<file path="src/design/shelf_packer_worst_fit_core_macros.svh">
// ----------------------------------------------------------------------------
// Shelf packer assertion macros
// Concurrent check wrappers, removed under synthesis.
// ----------------------------------------------------------------------------
`ifndef SHELF_PACKER_WORST_FIT_CORE_MACROS_SVH
`define SHELF_PACKER_WORST_FIT_CORE_MACROS_SVH
`ifndef SYNTHESIS
`define SPWF_ASSERT_IMPLY(label, clk, rst, a, b) \
  label: assert property (@(posedge clk) disable iff (rst) (a) |-> (b)) \
    else $error("check failed");
`define SPWF_ASSERT_NEXT(label, clk, rst, a, b) \
  label: assert property (@(posedge clk) disable iff (rst) (a) |=> (b)) \
    else $error("check failed");
`else
`define SPWF_ASSERT_IMPLY(label, clk, rst, a, b)
`define SPWF_ASSERT_NEXT(label, clk, rst, a, b)
`endif
`endif

</file>
<file path="src/design/spwf_pkg.sv">
// ----------------------------------------------------------------------------
// Shelf packer package
// Shared types, status codes and register indexes.
// ----------------------------------------------------------------------------
`default_nettype none

package spwf_pkg;

  localparam int FIELD_BITS = 16;
  localparam int IDX_OUT_BITS = 6;
  localparam int STATUS_BITS = 2;
  localparam int REG_IDX_BITS = 2;

  localparam logic [STATUS_BITS-1:0] STATUS_PLACED  = 2'd0;
  localparam logic [STATUS_BITS-1:0] STATUS_SKIPPED = 2'd1;
  localparam logic [STATUS_BITS-1:0] STATUS_NO_FIT  = 2'd2;
  localparam logic [STATUS_BITS-1:0] STATUS_FULL    = 2'd3;

  localparam logic [REG_IDX_BITS-1:0] REG_BIN_WIDTH  = 2'd0;
  localparam logic [REG_IDX_BITS-1:0] REG_BIN_HEIGHT = 2'd1;
  localparam logic [REG_IDX_BITS-1:0] REG_BIN_NUMBER = 2'd2;

  typedef enum logic [2:0] {
    ST_IDLE   = 3'b001,
    ST_SCAN   = 3'b010,
    ST_FINISH = 3'b100
  } state_t;

  typedef struct packed {
    logic valid;
    logic found;
  } tok_ctrl_t;

  typedef struct packed {
    logic en;
    logic set_base;
  } wr_ctrl_t;

endpackage

`default_nettype wire

</file>
<file path="src/design/spwf_cell.sv">
// ----------------------------------------------------------------------------
// Shelf cell
// Holds one shelf's base and load, and updates the passing search token.
// ----------------------------------------------------------------------------
`default_nettype none

module spwf_cell
  import spwf_pkg::*;
#(
  parameter int COORD_BITS = 16,
  parameter int IDX_BITS = 6,
  parameter int CNT_BITS = 7,
  parameter int INDEX = 0
) (
  input  wire logic                  clk,
  input  wire logic                  rst,
  input  wire logic [COORD_BITS-1:0] bin_w,
  input  wire logic [COORD_BITS-1:0] bin_h,
  input  wire logic [COORD_BITS-1:0] w,
  input  wire logic [COORD_BITS-1:0] h,
  input  wire logic [CNT_BITS-1:0]   open_cnt,
  input  wire wr_ctrl_t              wr_ctrl,
  input  wire logic [IDX_BITS-1:0]   wr_idx,
  input  wire logic [COORD_BITS-1:0] wr_load,
  input  wire logic [COORD_BITS-1:0] wr_base,
  input  wire tok_ctrl_t             in_ctrl,
  input  wire logic [COORD_BITS-1:0] in_load,
  input  wire logic [COORD_BITS-1:0] in_base,
  input  wire logic [IDX_BITS-1:0]   in_idx,
  output tok_ctrl_t                  out_ctrl,
  output logic [COORD_BITS-1:0]      out_load,
  output logic [COORD_BITS-1:0]      out_base,
  output logic [IDX_BITS-1:0]        out_idx
);

  logic [COORD_BITS-1:0] load;
  logic [COORD_BITS-1:0] base;
  logic [COORD_BITS:0]   top_sum;
  logic [COORD_BITS:0]   right_sum;
  logic                  active;
  logic                  fits;
  logic                  take;

  assign active    = in_ctrl.valid && (CNT_BITS'(INDEX) < open_cnt);
  assign top_sum   = {1'b0, base} + {1'b0, h};
  assign right_sum = {1'b0, load} + {1'b0, w};
  assign fits      = (top_sum <= {1'b0, bin_h}) && (right_sum <= {1'b0, bin_w});
  assign take      = active && fits && (!in_ctrl.found || (load < in_load));

  always_ff @(posedge clk) begin
    if (wr_ctrl.en && (wr_idx == IDX_BITS'(INDEX))) begin
      load <= wr_load;
      if (wr_ctrl.set_base) begin
        base <= wr_base;
      end
    end
  end

  always_ff @(posedge clk) begin
    if (rst) begin
      out_ctrl <= '0;
    end else begin
      out_ctrl.valid <= in_ctrl.valid;
      out_ctrl.found <= in_ctrl.found || take;
    end
  end

  always_ff @(posedge clk) begin
    out_load <= take ? load : in_load;
    out_base <= take ? base : in_base;
    out_idx  <= take ? IDX_BITS'(INDEX) : in_idx;
  end

endmodule

`default_nettype wire

</file>
<file path="config.mk">
export PLATFORM = sky130hd
export DESIGN_NAME = spwf_cell
export DESIGN_NICKNAME = d
export VERILOG_FILES = /design/src/design/shelf_packer_worst_fit_core_macros.svh /design/src/design/spwf_pkg.sv /design/src/design/spwf_cell.sv
export SDC_FILE = /design/constraint.sdc
export NUM_CORES = 1
export LEC_CHECK = 0
export BUFFER_PORTS_ARGS = -buffer_cell sky130_fd_sc_hd__buf_2
export CAP_MARGIN = 20
export CELL_PAD_IN_SITES_DETAIL_PLACEMENT = 1
export CELL_PAD_IN_SITES_GLOBAL_PLACEMENT = 2
export CORE_MARGIN = 3
export CORE_UTILIZATION = 27
export CTS_CLUSTER_DIAMETER = 80
export DETAILED_ROUTE_END_ITERATION = 7
export HOLD_SLACK_MARGIN = 0.1
export PLACE_DENSITY = 0.82
export RECOVER_POWER = 100
export SLEW_MARGIN = 20
export SYNTH_ARGS = -nofsm -noshare
export SYNTH_HDL_FRONTEND = slang
export SYNTH_SLANG_ARGS = --single-unit
</file>
<file path="constraint.sdc">
create_clock -name clk -period 4.6 [get_ports clk]
set_input_delay 0.92 -clock clk [delete_from_list [all_inputs] [get_ports clk]]
set_output_delay 0.92 -clock clk [all_outputs]
set_load 0.01 [all_outputs]
</file>
==> After elaboration in Yosys (flattened, before gate mapping) <==
Index checks and enable logic that the tools add are counted.
{ "totals": {"reg_bits": 72, "output_inout_bits": 40, "wordCells": 25} }
{ "classes": {"n_addsub": 2, "magnitude_cmp": 4, "n_mux": 2, "n_reduce_logical": 10} }
{ "ops": {"columns": ["cell", "count"], "rows": [
  ["adder 16 x 16 -> 17 bit", 2],
  ["less-or-equal comparator 17 x 16 -> 1 bit", 2],
  ["two-way mux 16 bit", 2],
  ["< comparator 16 bit", 1],
  ["< comparator 1 x 7 -> 1 bit, first input constant", 1],
  ["logical NOT 6 bit", 1],
  ["logical AND 1 bit", 5],
  ["logical OR 1 bit", 2],
  ["AND reduction 2 bit", 1],
  ["logical NOT 1 bit", 1]
]} }

==> Depth between registers and ports, before layout <==
{ "depth": {"depth_word": 6, "depth_mapped": 20} }

==> Worst setup path after synthesis <==
OpenSTA, ideal clock, no wires.
{ "synth_timing": {"path_type": "input-to-reg", "start": "in w[0]", "end": "reg out_base[12]", "setup_ns": 0.121, "t_arrival_ns": 4.511, "t_required_ns": 4.479, "path_slack_ns": -0.032, "path_stages": 19, "n_path_buf": 2, "path_cell_list": "ha_1 -> inv_1 -> fa_1 -> nor2b_1 -> o31a_1 -> o211ai_2 -> a311oi_2 -> o21a_1 -> nor2_1 -> xnor2_1 -> ha_1 -> a2111oi_0 -> o221ai_1 -> o21ai_1 -> o2111ai_1 -> a211oi_2 -> buf_6 -> buf_6 -> mux2_4"} }
{ "synth_via": {"elab_chain_cells": 6} }
{ "synth_rtl": {"columns": ["item", "line", "text"], "rows": [
  ["start, declared", "spwf_cell.sv:19", "input wire logic [COORD_BITS-1:0] w,"],
  ["adder 16 x 16 -> 17 bit", "spwf_cell.sv:46", "assign right_sum = {1'b0, load} + {1'b0, w};"],
  ["less-or-equal comparator 17 x 16 -> 1 bit", "spwf_cell.sv:47", "assign fits = (top_sum <= {1'b0, bin_h}) && (right_sum <= {1'b0, bin_w});"],
  ["logical AND 1 bit", "spwf_cell.sv:47", null],
  ["logical AND 1 bit (2 in a row)", "spwf_cell.sv:48", "assign take = active && fits && (!in_ctrl.found || (load < in_load));"],
  ["two-way mux 16 bit", "spwf_cell.sv:70", "out_base <= take ? base : in_base;"],
  ["end signal, assigned", "spwf_cell.sv:70", null],
  ["end, declared", "spwf_cell.sv:32", "output logic [COORD_BITS-1:0] out_base,"]
]} }
No other way between the ends.
A chain may end at the register's enable or synchronous reset.

==> Worst setup path after layout <==
{ "layout_timing": {"start": "in w[0]", "end": "reg out_load[5]"} }
{ "layout_via": {"elab_chain_cells": 6} }
{ "layout_rtl": {"columns": ["item", "line", "text"], "rows": [
  ["adder 16 x 16 -> 17 bit", "spwf_cell.sv:46", null],
  ["less-or-equal comparator 17 x 16 -> 1 bit", "spwf_cell.sv:47", null],
  ["logical AND 1 bit", "spwf_cell.sv:47", null],
  ["logical AND 1 bit (2 in a row)", "spwf_cell.sv:48", null],
  ["two-way mux 16 bit", "spwf_cell.sv:69", "out_load <= take ? load : in_load;"],
  ["end signal, assigned", "spwf_cell.sv:69", null],
  ["end, declared", "spwf_cell.sv:31", "output logic [COORD_BITS-1:0] out_load,"]
]} }
No other way between the ends.

==> impl_metrics.ini <==
[routing]
wl_per_cell_um = 17.90
ant_nets = 0
vias = 4783
drcViolationCount = 0
drt_wl_total_um = 17940
first_iter_violations = 137
dr.pass1.iters = 4
drt-vias-per-instance = 4.773

[final_layout]
finalNonFillerCells = 1002
fin_area_um2 = 7313
antennaDiodeCount = 0
drive_gt1_share_pct = 39.07
fillers = 2141
fin_nets = 1002
syn2layout_area_growth_pct = 45.15

[synth]
yosysSeqAreaShare_pct = 34.96
synthCells = 498
synth_largest_area_cell = ha_1
synthTopCellsByArea = ha_1 20%, edfxtp_1 19%, dfxtp_1 16%
synth_area_per_cell_um2 = 10.12
synth-edff-count = 32
synth_compound_area_share_pct = 15.15
synth_fa_ha_area_share_pct = 20.41
synth_simple_gate_area_share_pct = 11.75
ys_ff_latch = 72
synth_ff_type = dfxtp_1
yosysWarnings = 0
synth_top_family_by_area = adder cells
syn_area_um2 = 5039
synth_cell_type_count = 63
synthXorXnorAreaFrac_pct = 3.650
synthMuxAreaShare_pct = 8.095
syn_nets = 732
netlist.area_leader.share_pct = 19.62
ys_async_sr_fraction_pct = 0

[sta]
min_period_ns = 4.592
slew_headroom_pct = 20.54
tightest_slew_ns = 1.191
setup_viol = 0
hold_slack_ns = 0.5176
drv_slew = 0
min_period_over_period_pct = 99.83
worst_slack_ns = 0.007998
finalHoldViolations = 0
grt_setup_unrepaired = yes
fmax_ghz = 0.2178
fin_skew_ns = 0.01319

[worst_setup_path]
slowest_delay_ns = 0.39
r2r_cells = 19
cpMaxStageDelayCell = fa_2
reg2reg_from = load[0]$_DFFE_PP_
cp_cell_sequence = buf_6 -> ha_4 -> inv_2 -> fa_2 -> nor2b_2 -> o31a_1 -> o211ai_2 -> a311oi_2 -> o21a_1 -> nor2_1 -> xnor2_1 -> ha_1 -> a2111oi_4 -> o221ai_2 -> o21ai_2 -> o2111ai_4 -> a211oi_4 -> buf_6 -> buf_12 -> mux2_4
cp-start-kind = input port
worstSetupEndpointType = register
worstSetupPathType = in -> reg
ff2ff_setup_slack_ns = 0.20
reg2reg_to = out_load[5]$_DFF_P_
cp.required_ns = 4.83
worst-path-max-fanout = 8
arrival_ns = 4.82
crit_top_cell = buf_6

[global_routing]
grt_pass1_vias = 5378
grt_max_degree = 17
overflow = 0
track_usage_pct = 17.57
grt_antenna_before_repair = 3
grt_pass1_wl_um = 27620

[clock_network]
cts_sinks = 72
cts_buffer_depth = 2
clkTransAtPathRegs_ns = 0.06
htree_levels = 3
tritoncts = done
cts_buffers = 9
clock_latency_ns = 0.35
cts_root_buf = clkbuf_16

[power]
peakVddDrop_mv = 0.1715
totalPowerFinal_mw = 1.948
powerDensity_nw_per_um2 = 266.4
p_leak_nw = 3.533

[placement]
port_buffers = 192
placed_cells = 977
place_ws_ns = -0.6300
hpwl_um = 14560
routabilityCongestion = 0.8996
placed_area_um2 = 6748

[die]
die_x_um = 142.6
io_pins = 193
dieArea_um2 = 20340
rows = 49
coreArea_um2 = 18150
initial_utilization_pct = 27.76
die_h_um = 142.6

[worst_hold_path]
min_to = out_base[14]$_DFF_P_
worstHoldStart = base[14]$_DFFE_PP_
hold_depth = 1
min_path_type = reg -> reg

[run_status]
status = finished clean

[run]
cap_violations = 0
[synthesized netlist by cell type, drive strengths merged (8+ instances only)]
cell / number
nand3: 8
nand4: 9
nand2: 19
and3: 8
a31oi: 10
ha: 79
a21o: 8
edfxtp: 32
inv: 65
o21ai: 20
a21oi: 27
xnor2: 16
nor3: 12
nor2: 17
dfxtp: 40
nor2b: 13
mux2: 31
[worst max-delay path: cells and delay by family]
family | cells | cell delay (ns)
AND/OR/NAND/NOR | 2 | 0.19
buffers and inverters | 4 | 0.46
adder cells (fa/ha/maj) | 3 | 0.87
AO/OA/AOI/OAI | 9 | 1.97
XOR/XNOR | 1 | 0.13
multiplexers | 1 | 0.30
[worst max path at each step]
stage,from,end,slack (ns)
after global routing,w[0],out_load[7]$_DFF_P_,-0.18
final,w[0],out_load[5]$_DFF_P_,0.008
after floorplan,w[0],out_base[12]$_DFF_P_,0.02
after global placement,w[0],out_load[15]$_DFF_P_,-0.40
after detailed placement,w[1],out_load[5]$_DFF_P_,-0.63
after CTS,h[0],out_load[13]$_DFF_P_,-0.08
[sequential cells by signal (all words and copies together) (netlist names)]
name,cells
base,16
load,16
out_base,16
out_ctrl,2
out_idx,6
out_load,16
[report_power, final]
part | switching, mW | leakage [nW] | total (mW) | internal (mW)
clock | 0.301 | 0.150 | 0.722 | 0.421
sequential | 0.0103 | 0.625 | 0.709 | 0.699
combinational | 0.250 | 2.76 | 0.518 | 0.267
total | 0.561 | 3.53 | 1.95 | 1.39
[per-layer routing]
layer	up-vias	wire, um	GRT usage [%]
met5	-	40	0
met4	6	359	5.803
met3	30	812	4.536
met2	114	9329	32.34
met1	2268	7393	19.62
li1	2365	-	-
[placed cells by master, fill, tap and decap left out, drive strengths merged, types with 3 or more instances in the layout]
master   netlist  routed
buf            4     222
ha            79      79
inv           65      66
clkbuf         2      52
dfxtp         40      40
edfxtp        32      32
mux2          31      31
a21oi         27      27
o21ai         20      20
nand2         19      19
nor2          17      17
xnor2         16      16
nor2b         13      13
nor3          12      12
a31oi         10      10
nand4          9       9
a21o           8       8
and3           8       8
nand3          8       8
nand2b         6       6
a211o          6       6
xor2           5       5
o21a           5       5
o211ai         5       5
clkinv         0       5
a211oi         4       4
nor4           3       3
o21bai         3       3
and2           3       3
or2            3       3
a311oi         3       3
o2111ai        3       3
[final cells by class]
cell class	instances	area [um^2]	share of cell area (%)
multi-input combinational	355	3194	43.68
sequential	72	1762	24.09
timing repair buffer	265	1530	20.92
tap	229	286.5	3.918
inverter	65	244.0	3.336
clock buffer	9	225.2	3.080
clock inverter	7	71.32	0.9752
[metrics by stage]
| stage | utilization [%] | setup TNS (ns) |
|---|---|---|
| 4_1_cts | 40.37 | -0.8262 |
| 3_3_place_gp | 37.18 | -13.49 |
| 3_5_place_dp | 37.18 | -22.03 |
| 6_report | 40.30 | 0 |
| 2_1_floorplan | - | 0 |
| 5_1_grt | 40.30 | -4.178 |
[cell families after synthesis]
| kind of cell | after synthesis |
|---|---|
| AOI/OAI and AO/OA | 111 |
| and+or+nand+nor | 110 |
| adders and majority gates | 81 |
| DFF | 72 |
| buffers and inverters | 71 |
| muxes | 32 |
| xor gates and xnor gates | 21 |
[timing repair]
action / CTS / global route
gates cloned: 2 / 0
endpoints found under the setup margin: 38 / 38
buffers inserted: 7 / 4
hold buffers: 0 / 0
resized for setup: 43 / 15
pin swaps: 21 / 18
Power figures use the tool's default switching activity.
